<file path="config.mk">
export PLATFORM = sky130hd
export DESIGN_NAME = lpm_cell
export DESIGN_NICKNAME = d
export VERILOG_FILES = /design/src/hdl/lpm_pkg.sv /design/src/hdl/lpm_cell.sv
export SDC_FILE = /design/constraint.sdc
export NUM_CORES = 1
export LEC_CHECK = 0
export BUFFER_PORTS_ARGS = -buffer_cell sky130_fd_sc_hd__buf_2
export CAP_MARGIN = 40
export CORE_MARGIN = 2
export CORE_UTILIZATION = 46
export CTS_BUF_LIST = sky130_fd_sc_hd__clkbuf_4 sky130_fd_sc_hd__clkbuf_8
export DETAILED_ROUTE_END_ITERATION = 8
export GPL_TIMING_DRIVEN = 0
export PLACE_DENSITY_LB_ADDON = 0.25
export SYNTH_ARGS = -nofsm -noshare
export SYNTH_HDL_FRONTEND = slang
export SYNTH_SLANG_ARGS = --single-unit
</file>
<file path="constraint.sdc">
create_clock -name i_clk -period 5.33 [get_ports i_clk]
set_clock_uncertainty 0.15 [all_clocks]
set_input_delay 0.7995 -clock i_clk [delete_from_list [all_inputs] [get_ports i_clk]]
set_output_delay 0.7995 -clock i_clk [all_outputs]
set_load 0.02 [all_outputs]
</file>
<file path="src/hdl/lpm_pkg.sv">
`default_nettype none

package lpm_pkg;

    // Field widths of the stream items.
    localparam int ADDR_W = 32;
    localparam int LEN_W = 6;
    localparam int IDX_W = 6;
    localparam int MAX_LEN = 32;
    localparam int DEF_TABLE_DEPTH = 64;

    // Bit widths of the packed input and output data words, rounded up to whole bytes.
    localparam int S_TDATA_W = ((ADDR_W + LEN_W + IDX_W + 7) / 8) * 8;
    localparam int M_TDATA_W = ((IDX_W + 7) / 8) * 8;

    // Item kinds carried on the input tuser bit.
    typedef enum logic {
        CMD_LOAD   = 1'b0,
        CMD_LOOKUP = 1'b1
    } t_lpm_cmd;

    // Write bus broadcast to every cell by a load beat.
    typedef struct packed {
        logic              en;
        logic [IDX_W-1:0]  index;
        logic [ADDR_W-1:0] address;
        logic [LEN_W-1:0]  length;
    } t_lpm_wr;

    // Lookup token that travels one cell per cycle along the row while the row is not held.
    typedef struct packed {
        logic              active;
        logic [ADDR_W-1:0] address;
        logic              hit;
        logic [IDX_W-1:0]  best_idx;
        logic [LEN_W-1:0]  best_len;
    } t_lpm_tok;

    // Network mask of a prefix length that is already limited to 0..32.
    function automatic logic [ADDR_W-1:0] net_mask(input logic [LEN_W-1:0] len);
        logic [LEN_W-1:0] shift;
        logic [ADDR_W-1:0] mask;
        shift = LEN_W'(ADDR_W) - len;
        if (len == '0) begin
            mask = '0;
        end else begin
            mask = {ADDR_W{1'b1}} << shift;
        end
        return mask;
    endfunction

endpackage

`default_nettype wire

</file>
<file path="src/hdl/lpm_cell.sv">
`default_nettype none

module lpm_cell #(
    parameter int CELL_IDX = 0
) (
    input  wire                      i_clk,
    input  wire                      i_rst_n,
    input  wire                      i_advance,
    input  wire lpm_pkg::t_lpm_wr    i_wr,
    input  wire lpm_pkg::t_lpm_tok   i_tok,
    output lpm_pkg::t_lpm_tok        o_tok
);
    import lpm_pkg::*;

    // The slot number of this cell as seen on the 6-bit index field.
    localparam bit IDX_REACH = (CELL_IDX < (1 << IDX_W));
    localparam logic [IDX_W-1:0] MY_IDX = IDX_W'(CELL_IDX);

    logic              r_valid;
    logic [ADDR_W-1:0] r_address;
    logic [LEN_W-1:0]  r_length;
    t_lpm_tok          r_tok;
    t_lpm_tok          n_tok;
    logic              w_sel;
    logic [ADDR_W-1:0] w_mask;
    logic              w_match;

    assign w_sel = IDX_REACH && i_wr.en && (i_wr.index == MY_IDX);

    // Compare the passing token with the stored prefix.
    always_comb begin
        w_mask = net_mask(r_length);
        w_match = r_valid && ((r_address & w_mask) == (i_tok.address & w_mask));
        n_tok = i_tok;
        if (i_tok.active && w_match && (!i_tok.hit || (r_length > i_tok.best_len))) begin
            n_tok.hit = 1'b1;
            n_tok.best_idx = MY_IDX;
            n_tok.best_len = r_length;
        end
    end

    // Stored slot: the valid bit is reset, the prefix itself is not.
    always_ff @(posedge i_clk) begin
        if (!i_rst_n) begin
            r_valid <= 1'b0;
        end else if (w_sel) begin
            r_valid <= 1'b1;
        end
        if (w_sel) begin
            r_address <= i_wr.address;
            r_length <= i_wr.length;
        end
    end

    // Token stage handed to the next cell.
    always_ff @(posedge i_clk) begin
        if (!i_rst_n) begin
            r_tok.active <= 1'b0;
        end else if (i_advance) begin
            r_tok.active <= n_tok.active;
        end
        if (i_advance) begin
            r_tok.address <= n_tok.address;
            r_tok.hit <= n_tok.hit;
            r_tok.best_idx <= n_tok.best_idx;
            r_tok.best_len <= n_tok.best_len;
        end
    end

    assign o_tok = r_tok;

endmodule

`default_nettype wire

</file>
# --- Word-level counts from Yosys, hierarchy flattened ---
# Cells that the tools add are included.
totals:
  ff_bits: 85
  output_inout_bits: 46
  input_bits: 94
  elab_cells: 24
classes:
  n_lt_le_gt_ge: 1
  mux: 2
  bitwise: 2
  n_eq_ne: 1
  add_sub_neg: 1
  shifts: 1
  n_reduce_logical: 8
op_table:
  columns: ["operator", "count"]
  rows:
  - ["$and A32 B32 Y32", 2]
  - ["$eq A32 B32 Y1", 1]
  - ["$mux W32", 1]
  - ["$shl A32 B6 Y32 const A", 1]
  - ["$logic_not A6 Y1", 2]
  - ["$gt A6 B6 Y1", 1]
  - ["$mux W6", 1]
  - ["$sub A6 B6 Y6 const A", 1]
  - ["$logic_and A1 B1 Y1", 4]
  - ["$logic_not A1 Y1", 1]
  - ["$logic_or A1 B1 Y1", 1]

# --- Longest topological paths before layout ---
# Gate-level depths: netlist of run 1.
depth:
  ltp_word: 9
  mapped_depth: 12

# --- Worst setup path before layout of run 1 ---
# Ideal clock, no wire load.
synth_path:
  path_kind: "input-to-reg"
  from: "input port i_wr[40] (netlist name)"
  to: "register r_address[0] (enable)"
  setup_time_ns: 0.536
  arrival_ns: 5.170
  path_slack_ns: -0.526
  path_stages: 2
  required_ns: 4.644
  cell_sequence: "or4b_2 -> nor4_1"
synth_between:
  elab_chain_cells: 2
synth_lines:
  columns: ["element", "line_no", "source"]
  rows:
  - ["start: declaration", "lpm_cell.sv:9", "input wire lpm_pkg::t_lpm_wr i_wr,"]
  - ["$logic_not A6 Y1", "lpm_cell.sv:28", "assign w_sel = IDX_REACH && i_wr.en && (i_wr.index == MY_IDX);"]
  - ["$logic_and A1 B1 Y1", "lpm_cell.sv:28", null]
  - ["net w_sel", "lpm_cell.sv:24", "logic w_sel;"]
  - ["end signal: assignment", "lpm_cell.sv:50", "r_address <= i_wr.address;"]
  - ["end: declaration", "lpm_cell.sv:20", "logic [ADDR_W-1:0] r_address;"]
# The timed path passes the listed nets, and every way through them passes these cells.
# A chain may end at the register's enable or synchronous reset.

==> metrics.csv, run 1 <==
metric;value;unit
cts_resized;0;
cts_tree;built;
die_y;94.06;µm
grt_max_degree;29;
gp_congestion;0.7814;
worst_pin_slew;0.6285;ns
criticalPathCategory;reg2reg;
swShare;21.76;%
ys_seq_area_share;67.87;%
synth_nets;356;
switchingPower;0.0003167;W
fillers;641;
rows;32;
clk_latency;0.35;ns
clockBufferDepth;2;
initial_utilization;47.79;%
worst_ep_required_time;5.28;ns
synthMostInstantiatedCell;edfxtp_1;
portBuffers;139;
fin_crit_sh;69.97;%
cp_data_arrival_time;3.68;ns
setup_viol;0;
clock-root-buffer;clkbuf_8;
yosysTopAreaCellShare;66.80;%
crit_path_end_kind;register;
wirelength;7.838;mm
dr.pass1.iters;4;
grt_pass1_wl;12.16;mm
yosys-top-cells-count;83 x edfxtp_1, 19 x xor2_1, 18 x xnor2_1, 12 x nor2_1, 11 x inv_1;
fin_crit;3.729;ns
yosys_warnings;0;
synth_area_leader_cell;edfxtp_1;
vias;2537;
track_usage;18.37;%
numCtsBuffers;9;
final_nets;510;
netlist_area;0.003731;mm²
relSlewSlack;57.96;%
cts_max_level;3;
timing.fmax;0.2681;GHz
drive_gt1_share;42.82;%
cp_max_fo;10;
power_frac_seq;53.1;%
grt-ovfl-total;0;
antenna_left;0;
grt_pass1_vias;2649;
vias_per_cell;4.945;
clk_pin_slew;0.08;ns
drt_iter0_drc;89;
p_clk_share;36.5;%
powerDensity;299.2;mW/mm²
syn2layout_area_growth;30.35;%
io_pins;140;
p_leak;2.024;nW
hpwl;5.971;mm
synth_edf_count;83;
crit_path_start_kind;register;
synthArstFlopShare;0;%
status;finished clean;
cts.sinks;85;
diodes;0;
wire_per_inst;15.28;µm
dieArea;0.008847;mm²
avgSynthCellArea;14.81;µm²
p_int;0.001138;W
ir_drop;0.1903;mV
core_area;0.007807;mm²
hold_slack;0.3696;ns
combPwrFrac;10.4;%
rsz0062_at_grt;no;
drc;0;
synth-seq-cells;85;
slew_violations;0;
die_w;94.06;µm
setup_tns;0;ns
synth_cells;252;
synthTopCellsByArea;edfxtp_1 67%, xor2_1 4.5%, xnor2_1 4.2%;
grt_antenna_before_repair;0;
postCtsSetupRepairBufs;0;
hold_path.class;reg2reg;
ys.flop_type;edfxtp_1;
synth_cell_types;47;
cts_hold_buffers;0;
maxCapViolations;0;
finalHoldViolCount;0;
==> worst max-delay path, stage by stage (launching register included) <==
cell and delay, ns:
edfxtp_1 0.55, inv_1 0.16, ha_1 0.28, xnor2_1 0.47, nand2b_1 0.18, nand2_1 0.10
a31oi_1 0.08, or4_1 0.50, o31ai_2 0.36, nand4_2 0.19, buf_6 0.18, mux2_4 0.29
==> stage by stage <==
step           util (%)  cell area (µm²)  total power [W]  cells  setup WS, ns
6_report          62.29             4863         0.001455    513         1.601
5_1_grt           62.29             4863         0.001510    513         1.309
2_1_floorplan         -             3737        0.0008592    252         1.106
3_5_place_dp      59.26             4627        0.0009401    497         1.610
4_1_cts           62.29             4863         0.001471    513         1.565
3_3_place_gp      58.41             4561        0.0009336    493       0.08595
==> power groups by stage <==
| stage | clock (W) | combinational (W) | sequential, W |
|---|---|---|---|
| 5_1_grt | 0.000569 | 0.000164 | 0.000776 |
| 6_report | 0.000532 | 0.000151 | 0.000773 |
| 2_1_floorplan | 0 | 0.0000321 | 0.000827 |
| 4_1_cts | 0.000545 | 0.000152 | 0.000773 |
| 3_3_place_gp | 0 | 0.000146 | 0.000787 |
| 3_5_place_dp | 0 | 0.000152 | 0.000789 |
==> final cells by class <==
| type | instances | area (µm²) | area share, % |
|---|---|---|---|
| clock inverter | 7 | 112.6 | 2.315 |
| buffer | 5 | 40.04 | 0.8233 |
| sequential | 85 | 2532 | 52.07 |
| inverter | 11 | 41.29 | 0.8490 |
| clock buffer | 9 | 123.9 | 2.547 |
| timing repair buffer | 143 | 753.2 | 15.49 |
| multi-input combinational | 151 | 1132 | 23.28 |
| tap | 102 | 127.6 | 2.624 |
==> worst paths after layout <==
| path | start | endpoint | slack, ns | cells past startpoint |
|---|---|---|---|---|
| max reg2reg | r_length[0]$_DFFE_PP_ | o_tok[2]$_DFFE_PP_ | 1.60 | 11 |
| min | r_valid$_SDFFE_PN0P_ | r_valid$_SDFFE_PN0P_ | 0.37 | 1 |
| max | r_length[0]$_DFFE_PP_ | o_tok[2]$_DFFE_PP_ | 1.60 | 11 |
| min reg2reg | r_valid$_SDFFE_PN0P_ | r_valid$_SDFFE_PN0P_ | 0.37 | 1 |
==> cell families after synthesis <==
logic type                 Yosys count  synth area share, %
buffers and inverters               16                2.180
muxes                                7                2.213
AOI/OAI and AO/OA                   42                7.680
adders and majority gates           10                3.353
xor gates and xnor gates            37                8.685
DFF                                 85                67.87
and+or+nand+nor                     55                8.015
==> placed cells by master (no fill, tap or decap), types with 5 or more instances in the layout <==
cell type | Yosys | final
buf_2 | 2 | 141
edfxtp_1 | 83 | 83
xor2_1 | 19 | 19
xnor2_1 | 18 | 18
nor2_1 | 12 | 12
inv_1 | 11 | 11
a21oi_1 | 10 | 10
ha_1 | 10 | 10
nand2_1 | 9 | 9
clkbuf_8 | 0 | 9
o21ai_0 | 6 | 6
and2_1 | 6 | 6
nor3_1 | 5 | 5
==> sequential cells by signal, summed over array words and instances, names as in the netlist <==
name       flops
o_tok         46
r_length       6
r_address     32
r_valid        1
==> per-layer routing <==
layer  vias up  GRT usage, %  part of all wire, %
met4         0         6.884                  1.2
met1      1179         21.74                   41
met2        99         32.32                   51
li1       1251             -                    -
met3         8         4.414                  6.8
met5         -             0                    0
No activity file was read; power rests on OpenSTA's default activity.
==> run 2, diff against run 1 <==
ABC_AREA = 1   (was not set)
CORE_UTILIZATION = 50   (was 46)
clock period = 3.6 ns   (was 5.33 ns; I/O delays follow)
==> run 2 against run 1 <==
Wire length is 2.1% lower. Worst setup slack worse by 0.95 ns. Final area is 0.21% higher. Fmax is 27% higher. Global-route usage is 0.56 points higher. Sequential cell count stayed put. Utilization is 4.2 points higher. Critical endpoint is now o_tok[3]$_DFFE_PP_. First-iteration DRC count grew to 2.8 times the previous value. Largest cell class unchanged. Clock power is 9.4% higher. Synthesized area is 2.2% higher. Non-clock buffer count is 3 lower.
==> metrics.csv, run 2 <==
metric;value;unit
setup_tns;0;ns
setup_viol;0;
worst_pin_slew;0.8525;ns
portBuffers;139;
gp_congestion;0.8821;
layout_common_cells;139 x buf_2, 90 x nand2_1, 83 x edfxtp_1;
drt_iter0_drc;249;
yosysTopAreaCellShare;65.35;%
io_pins;140;
cts.sinks;85;
cts_hold_buffers;0;
netlist_area;0.003814;mm²
wirelength;7.673;mm
p_leak;2.243;nW
critPathTopFamily;simple AND/OR/NAND/NOR gates;
drive_gt1_share;36.12;%
synth_area_leader_cell;edfxtp_1;
fin_crit_sh;81.89;%
synthMostInstantiatedCell;nand2_1;
ys.flop_type;edfxtp_1;
grt_max_degree;27;
timing.fmax;0.3392;GHz
ir_drop;0.2878;mV
worst_ep_required_time;3.55;ns
cp_data_arrival_time;2.90;ns
clock-root-buffer;clkbuf_8;
antenna_left;0;
finalHoldViolCount;0;
largest_reg_flops;46;
placedCellCount;562;
path_cells;inv_1 > ha_1 > inv_1 > nand2_1 > nand2_1 > nor2_1 > inv_1 > nand2_1 > nand2_1 > nand2_1 > nand2_1 > nor2_1 > nand2_1 > nor2_1 > nand2_1 > nand2_4 > nand3_4 > buf_6 > nand2_1 > nand2_1;
synthArstFlopShare;0;%
hpwl;5.907;mm
fillers;594;
clockBufferDepth;2;
fin_crit;2.948;ns
final_common_cell;buf_2;
synthTopCellsByArea;edfxtp_1 65%, nand2_1 8.9%, xor2_1 6.7%;
path_common_cell;nand2_1;
synth_cell_types;28;
relSlewSlack;42.74;%
slew_violations;0;
cp_max_fo;10;
hold_path.class;in2reg;
grt_pass1_wl;12.30;mm
dr.pass1.iters;4;
vias;2745;
synth-seq-cells;85;
syn2layout_area_growth;27.79;%
crit_path_end_kind;register;
criticalPathCategory;reg2reg;
cts_resized;0;
avgSynthCellArea;11.88;µm²
final_nets;578;
synth_cells;321;
slowest_delay;0.45;ns
clk_pin_slew;0.09;ns
core_area;0.007331;mm²
rsz0062_at_grt;no;
cts_max_level;3;
numCtsBuffers;9;
grt_antenna_before_repair;0;
final_cells;578;
crit_path_start_kind;register;
drc;0;
die_y;91.34;µm
die_w;91.34;µm
maxCapViolations;0;
yosys-top-cells-count;90 x nand2_1, 83 x edfxtp_1, 31 x inv_1, 29 x xor2_1, 20 x nand3_1;
synth_edf_count;83;
cts_tree;built;
rows;31;
grt_pass1_vias;2783;
initial_utilization;52.02;%
powerDensity;400.1;mW/mm²
crit_slowest_cell;edfxtp_1;
dieArea;0.008342;mm²
regToRegSetupSlack;0.65;ns
synth_nets;425;
power;0.001950;W
status;finished clean;
diodes;0;
final_util;66.48;%
vias_per_cell;4.749;
grt-ovfl-total;0;
wire_per_inst;13.28;µm
track_usage;18.93;%
yosys_warnings;0;
postCtsSetupRepairBufs;0;
clk_latency;0.35;ns
ys_seq_area_share;66.40;%
worst-path-buf-inv;4;
-- run 2: cell count changes after synthesis, sizes merged, moves of 6 or more --
| cell | before | now |
|---|---|---|
| nand3 | 4 | 22 |
| nand2 | 9 | 95 |
| inv | 11 | 34 |
| and2 | 6 | 0 |
| xor2 | 19 | 29 |
| xnor2 | 18 | 3 |
-- run 2: power by group --
part / switching, W / internal [W]
clock: 0.000330 / 0.000252
combinational: 0.000134 / 0.0000898
sequential: 0.0000107 / 0.00113
total: 0.000474 / 0.00148
-- run 2: kinds of logic (layout without fill, tap and decap cells) --
logic type | after synthesis | count (layout) | share of synthesized area (%)
AO/OA/AOI/OAI | 16 | 16 | 2.493
buffers and inverters | 37 | 195 | 4.134
adder cells (fa/ha/maj) | 10 | 10 | 3.281
AND/OR/NAND/NOR | 141 | 141 | 16.34
XOR/XNOR | 32 | 32 | 7.349
flip-flops | 85 | 85 | 66.40
-- run 2: worst reg2reg max path: stages (launching register included) --
cell and delay, ns:
edfxtp_1 0.45, inv_1 0.21, ha_1 0.26, inv_1 0.07, nand2_1 0.06, nand2_1 0.11
nor2_1 0.27, inv_1 0.11, nand2_1 0.07, nand2_1 0.05, nand2_1 0.05, nand2_1 0.05
nor2_1 0.08, nand2_1 0.06, nor2_1 0.08, nand2_1 0.09, nand2_4 0.12, nand3_4 0.10
buf_6 0.16, nand2_1 0.05, nand2_1 0.05
-- run 2: final timing paths --
| path | startpoint | end | depth (start not counted) |
|---|---|---|---|
| setup / recovery | r_length[0]$_DFFE_PP_ | o_tok[3]$_DFFE_PP_ | 20 |
| hold reg to reg | r_valid$_SDFFE_PN0P_ | r_valid$_SDFFE_PN0P_ | 1 |
| hold / removal | i_wr[29] | r_address[23]$_DFFE_PP_ | 1 |
| setup reg to reg | r_length[0]$_DFFE_PP_ | o_tok[3]$_DFFE_PP_ | 20 |
-- run 2: per-stage QoR --
stage               setup WS, ns  hold slack (ns)  cell area (µm²)
CTS                       0.6497           0.1980             4873
global placement         -0.7571           0.2979             4639
global route              0.3454           0.1957             4873
floorplan                 0.1496           0.2910             3820
finish                    0.6520           0.2115             4873
detailed placement        0.6677           0.3048             4698
-- run 2: metal layers --
layer / share of wire (%) / global-route usage [%] / vias up
met5: 0 / 0 / -
met4: 1.7 / 7.197 / 0
met3: 7.8 / 4.481 / 13
met2: 48 / 33.02 / 118
met1: 42 / 22.72 / 1223
li1: - / - / 1391
-- run 2: area by class of cell --
| class | count | area [µm²] | share of cell area [%] |
|---|---|---|---|
| Clock inverter | 7 | 51.30 | 1.053 |
| Buffer | 3 | 30.03 | 0.6162 |
| Timing Repair Buffer | 142 | 745.7 | 15.30 |
| Inverter | 34 | 127.6 | 2.619 |
| Tap cell | 99 | 123.9 | 2.542 |
| Multi-Input combinational cell | 199 | 1139 | 23.36 |
| Sequential cell | 85 | 2532 | 51.96 |
| Clock buffer | 9 | 123.9 | 2.542 |
==> run 3, diff against run 2 <==
ABC_AREA = 0   (was 1)
clock period = 3 ns   (was 3.6 ns; I/O delays follow)
==> run 3 against run 2 <==
The flow now finishes with violations (negative setup slack). Critical path depth decreased by 8. First-iteration DRC count decreased by 52%. Global-route usage increased by 0.13 points. Sequential cell count unchanged. Sequential power increased by 20%. Clock power increased by 15%. Register-to-register slack got worse by 0.85 ns. Power increased by 19%. Via count decreased by 5.1%. Wire length increased by 0.79%. Highest routed layer unchanged.
==> metrics.csv, run 3 (synthesized netlist as in run 1, its figures left out) <==
metric;value;unit
dieArea;0.008169;mm²
cp_data_arrival_time;3.13;ns
grt_util_met1;24.02;%
drc;0;
track_usage;19.06;%
fin_crit;3.196;ns
p_leak;2.059;nW
grtUsageMet2;32.21;%
dr.pass1.iters;4;
cp_max_fo;10;
r2r_cells;12;
combPwrFrac;11.7;%
clk_pin_slew;0.08;ns
cts_max_level;3;
diodes;0;
syn2layout_area_growth;33.40;%
fin_crit_sh;106.5;%
regToRegSetupSlack;-0.20;ns
hpwl;5.900;mm
ir_drop;0.3479;mV
drive_gt1_share;46.32;%
cts_hold_buffers;0;
finalWorstSetupSlack;-0.1962;ns
p_clk_share;28.9;%
wire_per_inst;14.87;µm
worst_ep_required_time;2.94;ns
grt_use_met3;3.840;%
setup_viol;12;
status;finished with violations;
wirelength;7.734;mm
grt_antenna_before_repair;0;
layout_common_cells;141 x buf_2, 83 x edfxtp_1, 18 x xor2_1;
p_int;0.001774;W
timing.fmax;0.3129;GHz
clock-root-buffer;clkbuf_8;
final_common_cell;buf_2;
slew_violations;0;
switchingPower;0.0005384;W
grt_pass1_wl;12.06;mm
crit_path_start_kind;register;
io_pins;140;
powerDensity;464.5;mW/mm²
drt_iter0_drc;120;
cts_tree;built;
finalHoldViolCount;0;
final_nets;520;
post_dp_cell_area;0.004627;mm²
crit_path_end_kind;register;
largest_reg_flops;46;
grt_max_degree;30;
design_area;0.004977;mm²
grt-ovfl-total;0;
clockBufferDepth;2;
crit_start;r_length[0]$_DFFE_PP_;
numCtsBuffers;9;
r2r_start;r_length[0]$_DFFE_PP_;
core_area;0.007253;mm²
die_y;90.39;µm
failed_checks;negative setup slack;
swShare;23.28;%
worst_pin_slew;0.4664;ns
portBuffers;139;
vias_per_cell;5.008;
cts.sinks;85;
maxCapViolations;0;
antenna_left;0;
r2r_end;o_tok[2]$_DFFE_PP_;
grt_pass1_vias;2585;
worstSetupEndpoint;o_tok[2]$_DFFE_PP_;
criticalPathCategory;reg2reg;
gp_congestion;0.8345;
hold_path.class;in2reg;
rsz0062_at_grt;yes;
relSlewSlack;68.91;%
die_w;90.39;µm
vias;2604;
rows;31;
grt_most_used_layer;met2;
clk_latency;0.34;ns
initial_utilization;51.44;%
power_frac_seq;59.4;%
final_util;68.62;%
==> run 3: how the worst min path moves through the flow <==
stage                            from  depth (start not counted)  slack, ns                       to
2_1_floorplan    r_valid$_SDFFE_PN0P_                          1       0.33     r_valid$_SDFFE_PN0P_
3_3_place_gp   o_tok[45]$_SDFFE_PN0P_                          2       0.34   o_tok[45]$_SDFFE_PN0P_
3_5_place_dp   o_tok[45]$_SDFFE_PN0P_                          2       0.36   o_tok[45]$_SDFFE_PN0P_
4_1_cts                      i_wr[28]                          1       0.11  r_address[22]$_DFFE_PP_
5_1_grt                      i_wr[11]                          1       0.12   r_address[5]$_DFFE_PP_
6_report                     i_wr[28]                          1       0.13  r_address[22]$_DFFE_PP_
==> run 3: per-layer routing <==
| layer | vias to the layer above | wire length [µm] |
|---|---|---|
| met4 | 0 | 130 |
| met5 | - | 0 |
| li1 | 1277 | - |
| met3 | 11 | 466 |
| met2 | 96 | 3880 |
| met1 | 1220 | 3256 |
==> run 3: metrics by stage <==
| stage | worst slack [ns] | std cells | hold WS (ns) | power, W | setup TNS, ns |
|---|---|---|---|---|---|
| 5_1_grt | -0.3067 | 520 | 0.1162 | 0.002403 | -3.187 |
| 6_report | -0.1962 | 520 | 0.1271 | 0.002312 | -1.854 |
| 4_1_cts | -0.1844 | 517 | 0.1107 | 0.002337 | -1.699 |
| 3_3_place_gp | -0.6257 | 490 | 0.3445 | 0.001660 | -28.32 |
| 3_5_place_dp | -0.5067 | 493 | 0.3633 | 0.001670 | -4.529 |
| 2_1_floorplan | -0.03684 | 252 | 0.3320 | 0.001527 | -0.07368 |
==> run 3: critical path, cell delays in order (launching register included) <==
cell	delay, ns
edfxtp_1	0.44
inv_2	0.13
ha_4	0.19
buf_8	0.14
and3b_1	0.16
o22ai_1	0.07
a21oi_2	0.19
a21oi_1	0.10
or4_4	0.50
o31ai_4	0.30
nand4_2	0.14
buf_6	0.17
mux2_4	0.29
==> run 3: final cells by class <==
cell class,instances,area (µm²)
flip-flops and latches,85,2532
repair buffers,153,849.6
well taps,99,123.9
plain buffers,5,47.55
clock buffers,10,131.4
multi-input cells,151,1221
fillers,523,2276
inverters,11,41.29
clock inverters,6,30.03
==> run 3: what timing repair did <==
item	in CTS	in global routing
endpoints found under the hold margin	0	0
setup buffers	8	2
resized for setup	10	3
pin swaps	4	4
endpoints found under the setup margin	12	12
==> run 3: power by group through the flow <==
stage | clock network (W) | logic (W) | registers [W]
global placement | 0 | 0.000260 | 0.00140
CTS | 0.000691 | 0.000273 | 0.00137
detailed placement | 0 | 0.000269 | 0.00140
floorplan | 0 | 0.0000576 | 0.00147
finish | 0.000668 | 0.000271 | 0.00137
global route | 0.000733 | 0.000292 | 0.00138
